$ cat src/sv/dclc_pkg.sv
// Shared types and codes for the door code lock controller.
package dclc_pkg;

  // Request kinds carried on the input tuser.
  typedef enum logic [2:0] {
    CMD_KEY     = 3'd0,
    CMD_START   = 3'd1,
    CMD_INSIDE  = 3'd2,
    CMD_OUTSIDE = 3'd3,
    CMD_TICK    = 3'd4
  } cmd_e;

  // Event codes carried on the output tuser.
  typedef enum logic [2:0] {
    EV_NONE      = 3'd0,
    EV_DIGIT     = 3'd1,
    EV_GRANTED   = 3'd2,
    EV_RETRY     = 3'd3,
    EV_DENIED    = 3'd4,
    EV_CLOSED    = 3'd5,
    EV_OPENED_IN = 3'd6,
    EV_ALARM_END = 3'd7
  } event_e;

  // Register indexes (byte address is 4 * index).
  localparam logic [1:0] REG_CODE_BCD   = 2'd0;
  localparam logic [1:0] REG_MAX_TRIES  = 2'd1;
  localparam logic [1:0] REG_DOOR_TICKS = 2'd2;
  localparam logic [1:0] REG_ALARM_TICKS = 2'd3;

  localparam logic [15:0] CODE_BCD_RST    = 16'd0;
  localparam logic [3:0]  MAX_TRIES_RST   = 4'd3;
  localparam logic [15:0] DOOR_TICKS_RST  = 16'd19531;
  localparam logic [15:0] ALARM_TICKS_RST = 16'd11719;

  localparam logic [7:0] OCC_MAX   = 8'd255;
  localparam logic [3:0] TRIES_MAX = 4'd15;

  // One result as held in the output register.
  typedef struct packed {
    event_e     ev;
    logic       entry_open;
    logic       buzzer;
    logic       count_changed;
    logic [7:0] occupants;
    logic       door_is_open;
  } result_t;

endpackage

$ cat src/sv/door_code_lock_controller_top.sv
// Door code lock controller: code entry, door, occupant count and shared timer.
// Usage:
//   Input stream (s_axis_*): one request per accepted beat. tuser carries the
//   request kind (key digit, start entry, inside button, outside close, tick);
//   tdata carries the keypad value, used for key digits only.
//   Output stream (m_axis_*): exactly one result per request, in order. tdata
//   holds door position, occupant count, count-changed flag, buzzer and entry
//   flag; tuser holds the event code of that request.
//   Configuration (APB): code, retry limit, door-open and alarm tick counts at
//   byte addresses 0, 4, 8 and 12. Write only while no request is in flight.
// Timing and throughput:
//   The result of a request is registered and presented in the cycle after it is
//   accepted. One request per cycle is sustained while the receiver keeps up; the
//   state update is a single pass of short logic between the state registers and the output register.
// Stall behavior:
//   The output register holds its result while m_axis_tready is low. A new
//   request is still accepted in the cycle the held result is taken, so the
//   input stalls only while a result waits and the receiver is not ready.
// Reset: rst_ni clears all control state and restores the register defaults:
//   door closed, nobody inside, no entry, no alarm, no timer running.
module door_code_lock_controller_top
  import dclc_pkg::*;
#(
  parameter int CODE_DIGITS = 4
) (
  input  logic        clk_i,
  input  logic        rst_ni,
  // Request stream
  input  logic        s_axis_tvalid,
  output logic        s_axis_tready,
  input  logic [7:0]  s_axis_tdata,   // [3:0] key, [7:4] zero
  input  logic [2:0]  s_axis_tuser,   // [2:0] cmd
  // Result stream
  output logic        m_axis_tvalid,
  input  logic        m_axis_tready,
  output logic [15:0] m_axis_tdata,   // [0] door_is_open, [8:1] occupants,
                                      // [9] count_changed, [10] buzzer,
                                      // [11] entry_open, [15:12] zero
  output logic [2:0]  m_axis_tuser,   // [2:0] event_res
  // Configuration port
  input  logic        psel,
  input  logic        penable,
  input  logic        pwrite,
  input  logic [3:0]  paddr,
  input  logic [31:0] pwdata,
  output logic [31:0] prdata,
  output logic        pready
);

  localparam int IdxW  = (CODE_DIGITS > 1) ? $clog2(CODE_DIGITS) : 1;
  localparam int Slots = 2 ** IdxW;
  localparam logic [IdxW:0] LastIdx = (IdxW + 1)'(CODE_DIGITS);

  // Configuration registers
  logic [15:0] code_bcd_q;
  logic [3:0]  max_tries_q;
  logic [15:0] door_ticks_q;
  logic [15:0] alarm_ticks_q;

  // Controller state
  logic            door_q, door_d;
  logic [7:0]      occ_q, occ_d;
  logic            entering_q, entering_d;
  logic [IdxW-1:0] digit_q, digit_d;
  logic            mismatch_q, mismatch_d;
  logic [3:0]      tries_q, tries_d;
  logic            alarm_q, alarm_d;
  logic            tmr_run_q, tmr_run_d;
  logic            tmr_alarm_q, tmr_alarm_d;
  logic [15:0]     tick_q, tick_d;

  // Output register
  logic    m_valid_q;
  result_t res_q, res_d;

  logic       s_fire;
  logic       cfg_wr;
  cmd_e       cmd;
  logic [3:0] key;

  // Expected digit per code position; positions above nibble 3 read as zero.
  logic [3:0] code_dig [Slots];

  for (genvar gi = 0; gi < Slots; gi++) begin : g_dig
    if (gi < CODE_DIGITS && (CODE_DIGITS - 1 - gi) <= 3) begin : g_used
      assign code_dig[gi] = code_bcd_q[4*(CODE_DIGITS-1-gi) +: 4];
    end else begin : g_zero
      assign code_dig[gi] = 4'd0;
    end
  end

  assign cmd    = cmd_e'(s_axis_tuser);
  assign key    = s_axis_tdata[3:0];
  assign s_axis_tready = !m_valid_q || m_axis_tready;
  assign s_fire = s_axis_tvalid && s_axis_tready;

  // ---------------------------------------------------------------------
  // Configuration port: writes land in the access phase, reads are direct.
  // ---------------------------------------------------------------------
  assign pready = 1'b1;
  assign cfg_wr = psel && penable && pwrite && pready;

  always_ff @(posedge clk_i or negedge rst_ni) begin
    if (!rst_ni) begin
      code_bcd_q    <= CODE_BCD_RST;
      max_tries_q   <= MAX_TRIES_RST;
      door_ticks_q  <= DOOR_TICKS_RST;
      alarm_ticks_q <= ALARM_TICKS_RST;
    end else if (cfg_wr) begin
      unique case (paddr[3:2])
        REG_CODE_BCD:    code_bcd_q    <= pwdata[15:0];
        REG_MAX_TRIES:   max_tries_q   <= pwdata[3:0];
        REG_DOOR_TICKS:  door_ticks_q  <= pwdata[15:0];
        REG_ALARM_TICKS: alarm_ticks_q <= pwdata[15:0];
        default: ;
      endcase
    end
  end

  always_comb begin
    unique case (paddr[3:2])
      REG_CODE_BCD:    prdata = {16'd0, code_bcd_q};
      REG_MAX_TRIES:   prdata = {28'd0, max_tries_q};
      REG_DOOR_TICKS:  prdata = {16'd0, door_ticks_q};
      REG_ALARM_TICKS: prdata = {16'd0, alarm_ticks_q};
      default:         prdata = 32'd0;
    endcase
  end

  // ---------------------------------------------------------------------
  // Next state for one request.
  // ---------------------------------------------------------------------
  logic [IdxW:0] idx_inc;
  logic          tries_cap;
  logic [3:0]    tries_inc;
  logic [15:0]   tick_inc;
  logic [15:0]   tick_limit;
  logic          changed;
  event_e        ev;

  assign idx_inc    = {1'b0, digit_q} + 1'b1;
  assign tries_cap  = (tries_q < TRIES_MAX);
  assign tries_inc  = tries_cap ? tries_q + 4'd1 : tries_q;
  assign tick_inc   = tick_q + 16'd1;
  assign tick_limit = tmr_alarm_q ? alarm_ticks_q : door_ticks_q;

  always_comb begin
    door_d      = door_q;
    occ_d       = occ_q;
    entering_d  = entering_q;
    digit_d     = digit_q;
    mismatch_d  = mismatch_q;
    tries_d     = tries_q;
    alarm_d     = alarm_q;
    tmr_run_d   = tmr_run_q;
    tmr_alarm_d = tmr_alarm_q;
    tick_d      = tick_q;
    changed     = 1'b0;
    ev          = EV_NONE;

    unique case (cmd)
      CMD_KEY: begin
        if (entering_q) begin
          ev = EV_DIGIT;
          if (idx_inc >= LastIdx) begin
            // Full code entered: judge it, including the final digit.
            digit_d = '0;
            if (!mismatch_q && key == code_dig[digit_q]) begin
              entering_d  = 1'b0;
              door_d      = 1'b1;
              if (occ_q != OCC_MAX) begin
                occ_d   = occ_q + 8'd1;
                changed = 1'b1;
              end
              alarm_d     = 1'b0;
              tries_d     = '0;
              mismatch_d  = 1'b0;
              tmr_run_d   = 1'b1;
              tmr_alarm_d = 1'b0;
              tick_d      = '0;
              ev          = EV_GRANTED;
            end else begin
              mismatch_d = 1'b0;
              tries_d    = tries_inc;
              if (tries_inc >= max_tries_q) begin
                entering_d  = 1'b0;
                alarm_d     = 1'b1;
                tmr_run_d   = 1'b1;
                tmr_alarm_d = 1'b1;
                tick_d      = '0;
                ev          = EV_DENIED;
              end else begin
                ev = EV_RETRY;
              end
            end
          end else begin
            digit_d = idx_inc[IdxW-1:0];
            if (key != code_dig[digit_q]) begin
              mismatch_d = 1'b1;
            end
          end
        end
      end
      CMD_START: begin
        if (!entering_q) begin
          entering_d = 1'b1;
          digit_d    = '0;
          mismatch_d = 1'b0;
          tries_d    = '0;
        end
      end
      CMD_INSIDE: begin
        if (!entering_q && occ_q != 8'd0) begin
          if (door_q) begin
            door_d = 1'b0;
            ev     = EV_CLOSED;
          end else begin
            door_d      = 1'b1;
            occ_d       = occ_q - 8'd1;
            changed     = 1'b1;
            tmr_run_d   = 1'b1;
            tmr_alarm_d = 1'b0;
            tick_d      = '0;
            ev          = EV_OPENED_IN;
          end
        end
      end
      CMD_OUTSIDE: begin
        if (!entering_q) begin
          door_d = 1'b0;
          ev     = EV_CLOSED;
        end
      end
      CMD_TICK: begin
        if (!entering_q && tmr_run_q) begin
          tick_d = tick_inc;
          if (tick_inc >= tick_limit) begin
            tmr_run_d = 1'b0;
            tick_d    = '0;
            if (tmr_alarm_q) begin
              alarm_d = 1'b0;
              ev      = EV_ALARM_END;
            end else if (door_q) begin
              door_d = 1'b0;
              ev     = EV_CLOSED;
            end
          end
        end
      end
      default: ;
    endcase

    res_d.door_is_open  = door_d;
    res_d.occupants     = occ_d;
    res_d.count_changed = changed;
    res_d.buzzer        = alarm_d;
    res_d.entry_open    = entering_d;
    res_d.ev            = ev;
  end

  // Advance the state on every accepted request.
  always_ff @(posedge clk_i or negedge rst_ni) begin
    if (!rst_ni) begin
      door_q      <= 1'b0;
      occ_q       <= '0;
      entering_q  <= 1'b0;
      digit_q     <= '0;
      mismatch_q  <= 1'b0;
      tries_q     <= '0;
      alarm_q     <= 1'b0;
      tmr_run_q   <= 1'b0;
      tmr_alarm_q <= 1'b0;
      tick_q      <= '0;
    end else if (s_fire) begin
      door_q      <= door_d;
      occ_q       <= occ_d;
      entering_q  <= entering_d;
      digit_q     <= digit_d;
      mismatch_q  <= mismatch_d;
      tries_q     <= tries_d;
      alarm_q     <= alarm_d;
      tmr_run_q   <= tmr_run_d;
      tmr_alarm_q <= tmr_alarm_d;
      tick_q      <= tick_d;
    end
  end

  // Output register: load on accept, drop once taken, hold while stalled.
  always_ff @(posedge clk_i or negedge rst_ni) begin
    if (!rst_ni) begin
      m_valid_q <= 1'b0;
    end else if (s_fire) begin
      m_valid_q <= 1'b1;
    end else if (m_axis_tready) begin
      m_valid_q <= 1'b0;
    end
  end

  always_ff @(posedge clk_i) begin
    if (s_fire) begin
      res_q <= res_d;
    end
  end

  assign m_axis_tvalid = m_valid_q;
  assign m_axis_tdata  = {4'd0, res_q.entry_open, res_q.buzzer, res_q.count_changed,
                          res_q.occupants, res_q.door_is_open};
  assign m_axis_tuser  = res_q.ev;

  // ---------------------------------------------------------------------
  // Assertions
  // ---------------------------------------------------------------------
  a_idx_idle: assert property (@(posedge clk_i) disable iff (!rst_ni)
    !entering_q |-> (digit_q == '0 && !mismatch_q))
    else $error("digit index or mismatch left set outside entry");

  a_idx_range: assert property (@(posedge clk_i) disable iff (!rst_ni)
    {1'b0, digit_q} < LastIdx)
    else $error("digit index beyond code length");

  a_granted: assert property (@(posedge clk_i) disable iff (!rst_ni)
    (m_valid_q && res_q.ev == EV_GRANTED) |->
      (res_q.door_is_open && !res_q.buzzer && !res_q.entry_open))
    else $error("grant result without open door and silent buzzer");

  a_denied: assert property (@(posedge clk_i) disable iff (!rst_ni)
    (s_fire && res_d.ev == EV_DENIED) |=> (alarm_q && tmr_run_q && tmr_alarm_q))
    else $error("denial did not start the alarm timing");

endmodule

$ cat config.mk
export PLATFORM = sky130hd
export DESIGN_NAME = door_code_lock_controller_top
export DESIGN_NICKNAME = d
export VERILOG_FILES = /design/src/sv/dclc_pkg.sv /design/src/sv/door_code_lock_controller_top.sv
export SDC_FILE = /design/constraint.sdc
export NUM_CORES = 1
export LEC_CHECK = 0
export ABC_CLOCK_PERIOD_IN_PS = 4900
export BUFFER_PORTS_ARGS = -buffer_cell sky130_fd_sc_hd__buf_4
export CAP_MARGIN = 20
export CORE_MARGIN = 5
export CORE_UTILIZATION = 40
export DETAILED_ROUTE_END_ITERATION = 16
export MAX_ROUTING_LAYER = met4
export SKIP_CTS_REPAIR_TIMING = 1
export SLEW_MARGIN = 5
export SYNTH_ARGS = -nofsm -noshare
export SYNTH_HDL_FRONTEND = slang
export SYNTH_SLANG_ARGS = --single-unit
$ cat constraint.sdc
create_clock -name clk_i -period 4.9 [get_ports clk_i]
set_input_delay 1.47 -clock clk_i [delete_from_list [all_inputs] [get_ports clk_i]]
set_output_delay 1.47 -clock clk_i [all_outputs]
set_load 0.02 [all_outputs]
==> results of run 1 <==
==> power by group through the flow <==
| stage | Clock, mW | Sequential (mW) | Combinational [mW] |
|---|---|---|---|
| after detailed placement | 0 | 1.22 | 0.769 |
| after floorplan | 0 | 1.15 | 0.578 |
| after global routing | 0.808 | 1.22 | 0.849 |
| after CTS | 0.782 | 1.20 | 0.773 |
| final | 0.766 | 1.20 | 0.770 |
| after global placement | 0 | 1.21 | 0.740 |
==> kinds of logic (layout without fill, tap and decap cells) <==
kind of cell / after synthesis / count (layout)
XOR/XNOR: 30 / 30
multiplexers: 95 / 95
AND/OR/NAND/NOR: 163 / 163
AO/OA/AOI/OAI: 132 / 132
adder cells (fa/ha/maj): 28 / 28
other: 2 / 21
buffers and inverters: 86 / 118
flip-flops: 104 / 104
==> per-layer routing <==
layer  global-route usage, %  vias to the layer above  wire length (um)
met5                       -                        -                 0
met4                    5.51                        0               262
met3                    3.38                       21               772
met2                    29.6                      142              8130
met1                    22.4                     2521              7430
li1                        -                     2391                 -
==> area by class of cell <==
type,count,area [um^2],share of cell area (%)
Inverter,31,116,1.55
Tap cell,220,275,3.66
Timing Repair Buffer,71,553,7.35
Clock inverter,7,93.8,1.25
Multi-Input combinational cell,469,3560,47.3
Sequential cell,104,2700,35.9
Clock buffer,9,225,2.99
==> registers in the layout (all words and copies together), names as in the netlist, 2 cells and up <==
name / flops
m_axis_tuser: 3
door_ticks_q: 16
code_bcd_q: 16
occ_q: 8
tick_q: 16
m_axis_tdata: 12
tries_q: 4
alarm_ticks_q: 16
max_tries_q: 4
digit_q: 2
==> cell usage in the layout, fill, tap and decap left out, types with 3 or more instances in the layout <==
| master | n |
|---|---|
| o211ai_1 | 3 |
| o211a_1 | 4 |
| nor3_1 | 9 |
| nand2b_1 | 7 |
| a21o_1 | 8 |
| or4_1 | 3 |
| nand3_1 | 17 |
| and4_1 | 5 |
| o21bai_1 | 3 |
| o31ai_1 | 6 |
| inv_1 | 30 |
| mux2_2 | 54 |
| a211oi_1 | 7 |
| xnor2_1 | 27 |
| edfxtp_1 | 15 |
| nand4_1 | 6 |
| nor4_1 | 6 |
| a31oi_1 | 5 |
| conb_1 | 21 |
| mux4_2 | 5 |
| dfrtp_1 | 71 |
| and2_1 | 5 |
| a21oi_1 | 12 |
| mux2i_1 | 33 |
| buf_4 | 70 |
| clkbuf_16 | 9 |
| xor2_1 | 3 |
| o21ai_0 | 47 |
| nand2_1 | 58 |
| o32ai_1 | 4 |
| o22ai_1 | 3 |
| mux4_1 | 3 |
| ha_1 | 28 |
| o31ai_2 | 5 |
| clkinv_8 | 3 |
| and3_1 | 4 |
| dfstp_2 | 18 |
| nor2_1 | 30 |
==> metrics by stage <==
stage                     hold WS (ns)  cell area (um^2)  power, mW
after global routing             0.553              7520       2.88
after floorplan                  0.472              6690       1.72
final                            0.531              7520       2.74
after detailed placement         0.503              7180       1.99
after CTS                        0.525              7490       2.76
after global placement           0.490              7180       1.95
==> critical path, delay by kind of cell <==
| kind | cells | cell delay (ns) |
|---|---|---|
| and+or+nand+nor | 2 | 0.64 |
| buffers and inverters | 2 | 0.54 |
| AOI/OAI and AO/OA | 1 | 0.15 |
==> worst paths after layout <==
kind / from / end / slack, ns / cells after the start
max: paddr[3] / prdata[14] / 0.61 / 5
min: tmr_run_q / tmr_run_q / 0.53 / 2
max reg2reg: tick_q[0] / m_axis_tuser[0] / 0.64 / 13
min reg2reg: tmr_run_q / tmr_run_q / 0.53 / 2
max in group asynchronous: rst_ni / door_ticks_q[10] / 3.06 / 3
min in group asynchronous: rst_ni / occ_q[3] / 0.93 / 1
==> impl_metrics.json, run 1 <==
{
  "yosysTopAreaCellShare_pct": 26.9,
  "p_switching_mw": 0.958,
  "viasPerCell": 5.57,
  "syn_area_um2": 6620,
  "finalMaxSlewViolations": 0,
  "die_h_um": 139,
  "synthTopCellsByArea": "dfrtp_1, mux2_2, dfstp_2, edfxtp_1, ha_1",
  "core_area_um2": 16400,
  "nFillCells": 1555,
  "num_antenna_cells": 0,
  "finalSetupTns_ns": 0,
  "dp_slack_ns": 0.645,
  "initial_core_util_pct": 40.3,
  "drt-total-wl_um": 16600,
  "ctsHtreeMaxLevel": 3,
  "clkTransAtPathRegs_ns": 0.08,
  "stdcell_count": 911,
  "clock_latency_ns": 0.37,
  "clockBufferDepth": 2,
  "first_global_vias": 5319,
  "cp_max_fo": 21,
  "syn_avg_cell_area_um2": 10.3,
  "endpoint_kind": "primary output",
  "ys_async_sr_fraction_pct": 85.6,
  "numClockSinks": 104,
  "crit_top_cell": "buf_4",
  "period_share_pct": 87.6,
  "ys_types": 72,
  "synth_mux_area_share_pct": 17.1,
  "synth_top_area_cell": "dfrtp_1",
  "yosys-top-cells-count": "dfrtp_1, nand2_1, mux2_2",
  "detail_route.iter0.violations": 377,
  "dieArea_um2": 19200,
  "drive_gt1_share_pct": 25.6,
  "internal_power_mw": 1.78,
  "finalSetupViolCount": 0,
  "p_clk_share_pct": 28.0,
  "grt_max_degree": 75,
  "timing.final.ws_setup_ns": 0.609,
  "min_period_ns": 4.29,
  "seqPwrFrac_pct": 43.9,
  "fmax_mhz": 233,
  "worstSetupStartpointType": "input pin",
  "io_buffer_count": 64,
  "fin_util_pct": 45.8,
  "netlist_instances": 640,
  "dr.pass1.iters": 5,
  "overflow": 0,
  "area_delta_synth_final_pct": 13.7,
  "p_sw_share_pct": 35.0,
  "synth_most_common_cell": "dfrtp_1",
  "critical_path_class": "input pin to primary output",
  "skew_ns": 0.0122,
  "p_comb_share_pct": 28.1,
  "yosysSeqAreaShare_pct": 40.8,
  "synth-compound-area-share_pct": 14.0,
  "cts_tree": "done",
  "synth_xor_area_share_pct": 3.97,
  "die_x_um": 139,
  "io-pin-count": 108,
  "hold_viol": 0,
  "synthAdderAreaFrac_pct": 5.30,
  "place_inst": 894,
  "ys_ff_latch": 104,
  "drv_cap": 0,
  "grt_usage_pct": 17.9,
  "cts_root_buf": "clkbuf_16",
  "ir_worst_vdd_uv": 202,
  "drc": 0,
  "power.density_nw_per_um2": 364,
  "hp-class": "flip-flop to flip-flop",
  "wl_per_cell_um": 18.2,
  "crit_required_ns": 3.43,
  "slowest_delay_ns": 0.54,
  "synth_warnings": 0,
  "tightest_slew_ns": 0.938,
  "cts_inserted_buffers": 9,
  "nets": 768,
  "routabilityCongestion": 0.916,
  "ys.flop_type": "dfrtp_1",
  "synth_edf_count": 15,
  "status": "finished clean",
  "crit_arrival_ns": 2.82,
  "relSlewSlack_pct": 37.4,
  "rsz0062_at_grt": "no",
  "critPathSlowestCell": "and2_1",
  "worstPathCellList": "buf_4, and2_1, nand2_1, o21ai_0, buf_4",
  "yosys.area_share.simple_pct": 12.2,
  "grt_pass1_wl_um": 27100,
  "vias": 5075,
  "power_leakage_nw": 3.27,
  "postRouteAntennaNets": 0,
  "synth_top_family_by_area": "multiplexers",
  "dpl.hpwl_um": 12100,
  "antenna_found_initial": 0,
  "row_count": 47
}
(Power assumes the default switching activity.)
==> run 2, diff against run 1 <==
--- a/config.mk
+++ b/config.mk
@@ -5,6 +5,7 @@
 export SDC_FILE = /design/constraint.sdc
 export NUM_CORES = 1
 export LEC_CHECK = 0
+export ABC_AREA = 1
 export ABC_CLOCK_PERIOD_IN_PS = 4900
 export BUFFER_PORTS_ARGS = -buffer_cell sky130_fd_sc_hd__buf_4
 export CAP_MARGIN = 20
==> run 2 against run 1 <==
Against the previous run: maximum frequency up 6.8%; cell count rose by 23%; register-to-register slack better by 0.73 ns; combinational power is 70% higher; critical endpoint is now prdata[2]; highest routed layer unchanged.
==> impl_metrics.json, run 2 <==
{
  "period_share_pct": 82.0,
  "row_count": 46,
  "multi_input_area_um2": 3220,
  "status": "finished clean",
  "netlist_instances": 843,
  "synth_most_common_cell": "nand2_1",
  "nets": 980,
  "synth_warnings": 0,
  "yosys-top-cells-count": "nand2_1, inv_1, o21ai_0",
  "io_buffer_count": 64,
  "timing.rr.end": "m_axis_tuser[2]",
  "grt_pass1_wl_um": 25300,
  "wl_per_cell_um": 13.8,
  "ys_async_sr_fraction_pct": 85.6,
  "ys_ff_latch": 104,
  "cp_max_fo": 14,
  "nFillCells": 1601,
  "clockBufferDepth": 2,
  "critical_path_class": "input pin to primary output",
  "drc": 0,
  "grt_max_degree": 39,
  "crit_required_ns": 3.43,
  "grt_usage_pct": 17.6,
  "drive_gt1_share_pct": 15.4,
  "die_h_um": 138,
  "endpoint": "prdata[2]",
  "seq_area_um2": 2700,
  "stdcell_count": 1119,
  "reg2reg_slack_ns": 1.37,
  "io-pin-count": 108,
  "finalMaxSlewViolations": 0,
  "finalSetupTns_ns": 0,
  "min_period_ns": 4.02,
  "cts_tree": "done",
  "final_common_cell": "nand2_1",
  "ir_worst_vdd_uv": 209,
  "r2r_start": "tick_q[0]",
  "place_inst": 1103,
  "cts_root_buf": "clkbuf_16",
  "synth_top_area_cell": "dfrtp_1",
  "die_x_um": 138,
  "detail_route.iter0.violations": 384,
  "layout_common_cells": "nand2_1, inv_1, o21ai_0, dfrtp_1, buf_4",
  "ys_types": 49,
  "hold_slack_ns": 0.477,
  "antenna_found_initial": 0,
  "syn_area_um2": 6510,
  "drt-total-wl_um": 15500,
  "endpoint_kind": "primary output",
  "first_global_vias": 5027,
  "routabilityCongestion": 0.852,
  "reg2reg_depth": 22,
  "power_leakage_nw": 3.70,
  "clock_latency_ns": 0.36,
  "viasPerCell": 4.81,
  "worstSetupStartpointType": "input pin",
  "dp_slack_ns": 0.913,
  "clkTransAtPathRegs_ns": 0.07,
  "numClockSinks": 104,
  "power.density_nw_per_um2": 452,
  "drv_cap": 0,
  "synth_edf_count": 15,
  "fmax_mhz": 249,
  "synthTopCellsByArea": "dfrtp_1, nand2_1, dfstp_2, edfxtp_1, o21ai_0",
  "vias": 5378,
  "skew_ns": 0.0125,
  "timing.final.ws_setup_ns": 0.882,
  "finalSetupViolCount": 0,
  "hp-class": "flip-flop to flip-flop",
  "num_antenna_cells": 0,
  "area_delta_synth_final_pct": 13.6,
  "cts_inserted_buffers": 9,
  "syn_avg_cell_area_um2": 7.72,
  "dr.pass1.iters": 4,
  "overflow": 0,
  "ctsHtreeMaxLevel": 3,
  "ys.flop_type": "dfrtp_1",
  "dieArea_um2": 18900,
  "postRouteAntennaNets": 0,
  "yosysSeqAreaShare_pct": 41.5,
  "tightest_slew_ns": 1.04,
  "crit_arrival_ns": 2.55,
  "initial_core_util_pct": 40.8,
  "dpl.hpwl_um": 11500,
  "yosysTopAreaCellShare_pct": 27.3,
  "hold_viol": 0,
  "relSlewSlack_pct": 30.3,
  "cp-startpoint": "paddr[3]",
  "rsz0062_at_grt": "no",
  "core_area_um2": 15900
}
-- run 2: area by class of cell --
| type | count | area share (%) |
|---|---|---|
| clock inverter | 7 | 0.965 |
| multi-input combinational | 614 | 43.5 |
| sequential | 104 | 36.5 |
| timing repair buffer | 71 | 7.21 |
| inverter | 98 | 5.08 |
| tap | 216 | 3.66 |
| clock buffer | 9 | 3.05 |
-- run 2: how the worst min path moves through the flow --
stage / startpoint / to / slack [ns] / depth (start not counted)
after floorplan: tmr_run_q / tmr_run_q / 0.44 / 2
after global placement: tmr_run_q / tmr_run_q / 0.46 / 2
after detailed placement: tmr_run_q / tmr_run_q / 0.47 / 2
after CTS: tmr_run_q / tmr_run_q / 0.49 / 2
after global routing: alarm_ticks_q[7] / alarm_ticks_q[7] / 0.51 / 2
final: tmr_run_q / tmr_run_q / 0.48 / 2
-- run 2: logic make-up (layout without fill, tap and decap cells) --
kind of cell,after synthesis,after routing,synth area share [%]
AOI/OAI and AO/OA,129,129,11.0
xor gates and xnor gates,16,16,2.27
adders and majority gates,28,28,5.38
buffers and inverters,144,185,10.2
DFF,104,104,41.5
muxes,13,13,2.02
other,2,21,0.115
and+or+nand+nor,407,407,27.6
-- run 2: per-stage QoR --
step           utilization (%)  power, mW  cell area [um^2]
3_5_place_dp              44.5       2.63              7100
3_3_place_gp              44.5       2.61              7100
2_1_floorplan                -       2.28              6580
5_1_grt                   46.4       3.61              7390
6_report                  46.4       3.34              7390
4_1_cts                   46.4       3.37              7390
-- run 2: layer usage --
layer | global-route usage, % | vias up | part of all wire (%)
li1 | - | 2818 | -
met1 | 25.0 | 2448 | 51
met2 | 26.0 | 95 | 44
met3 | 2.96 | 17 | 3.8
met4 | 4.77 | 0 | 1.3
met5 | - | - | 0
-- run 2: critical path, stage by stage --
cell	delay, ns
buf_4	0.10
nand2_1	0.11
inv_1	0.43
nand2_1	0.10
nand4_1	0.17
buf_4	0.17
-- run 2: power by group --
part           leakage, nW  internal (mW)  switching (mW)  total [mW]
registers             1.26           1.10           0.211        1.31
logic                 2.30          0.496           0.809        1.31
clock network        0.146          0.361           0.366       0.727
total                 3.70           1.96            1.39        3.34
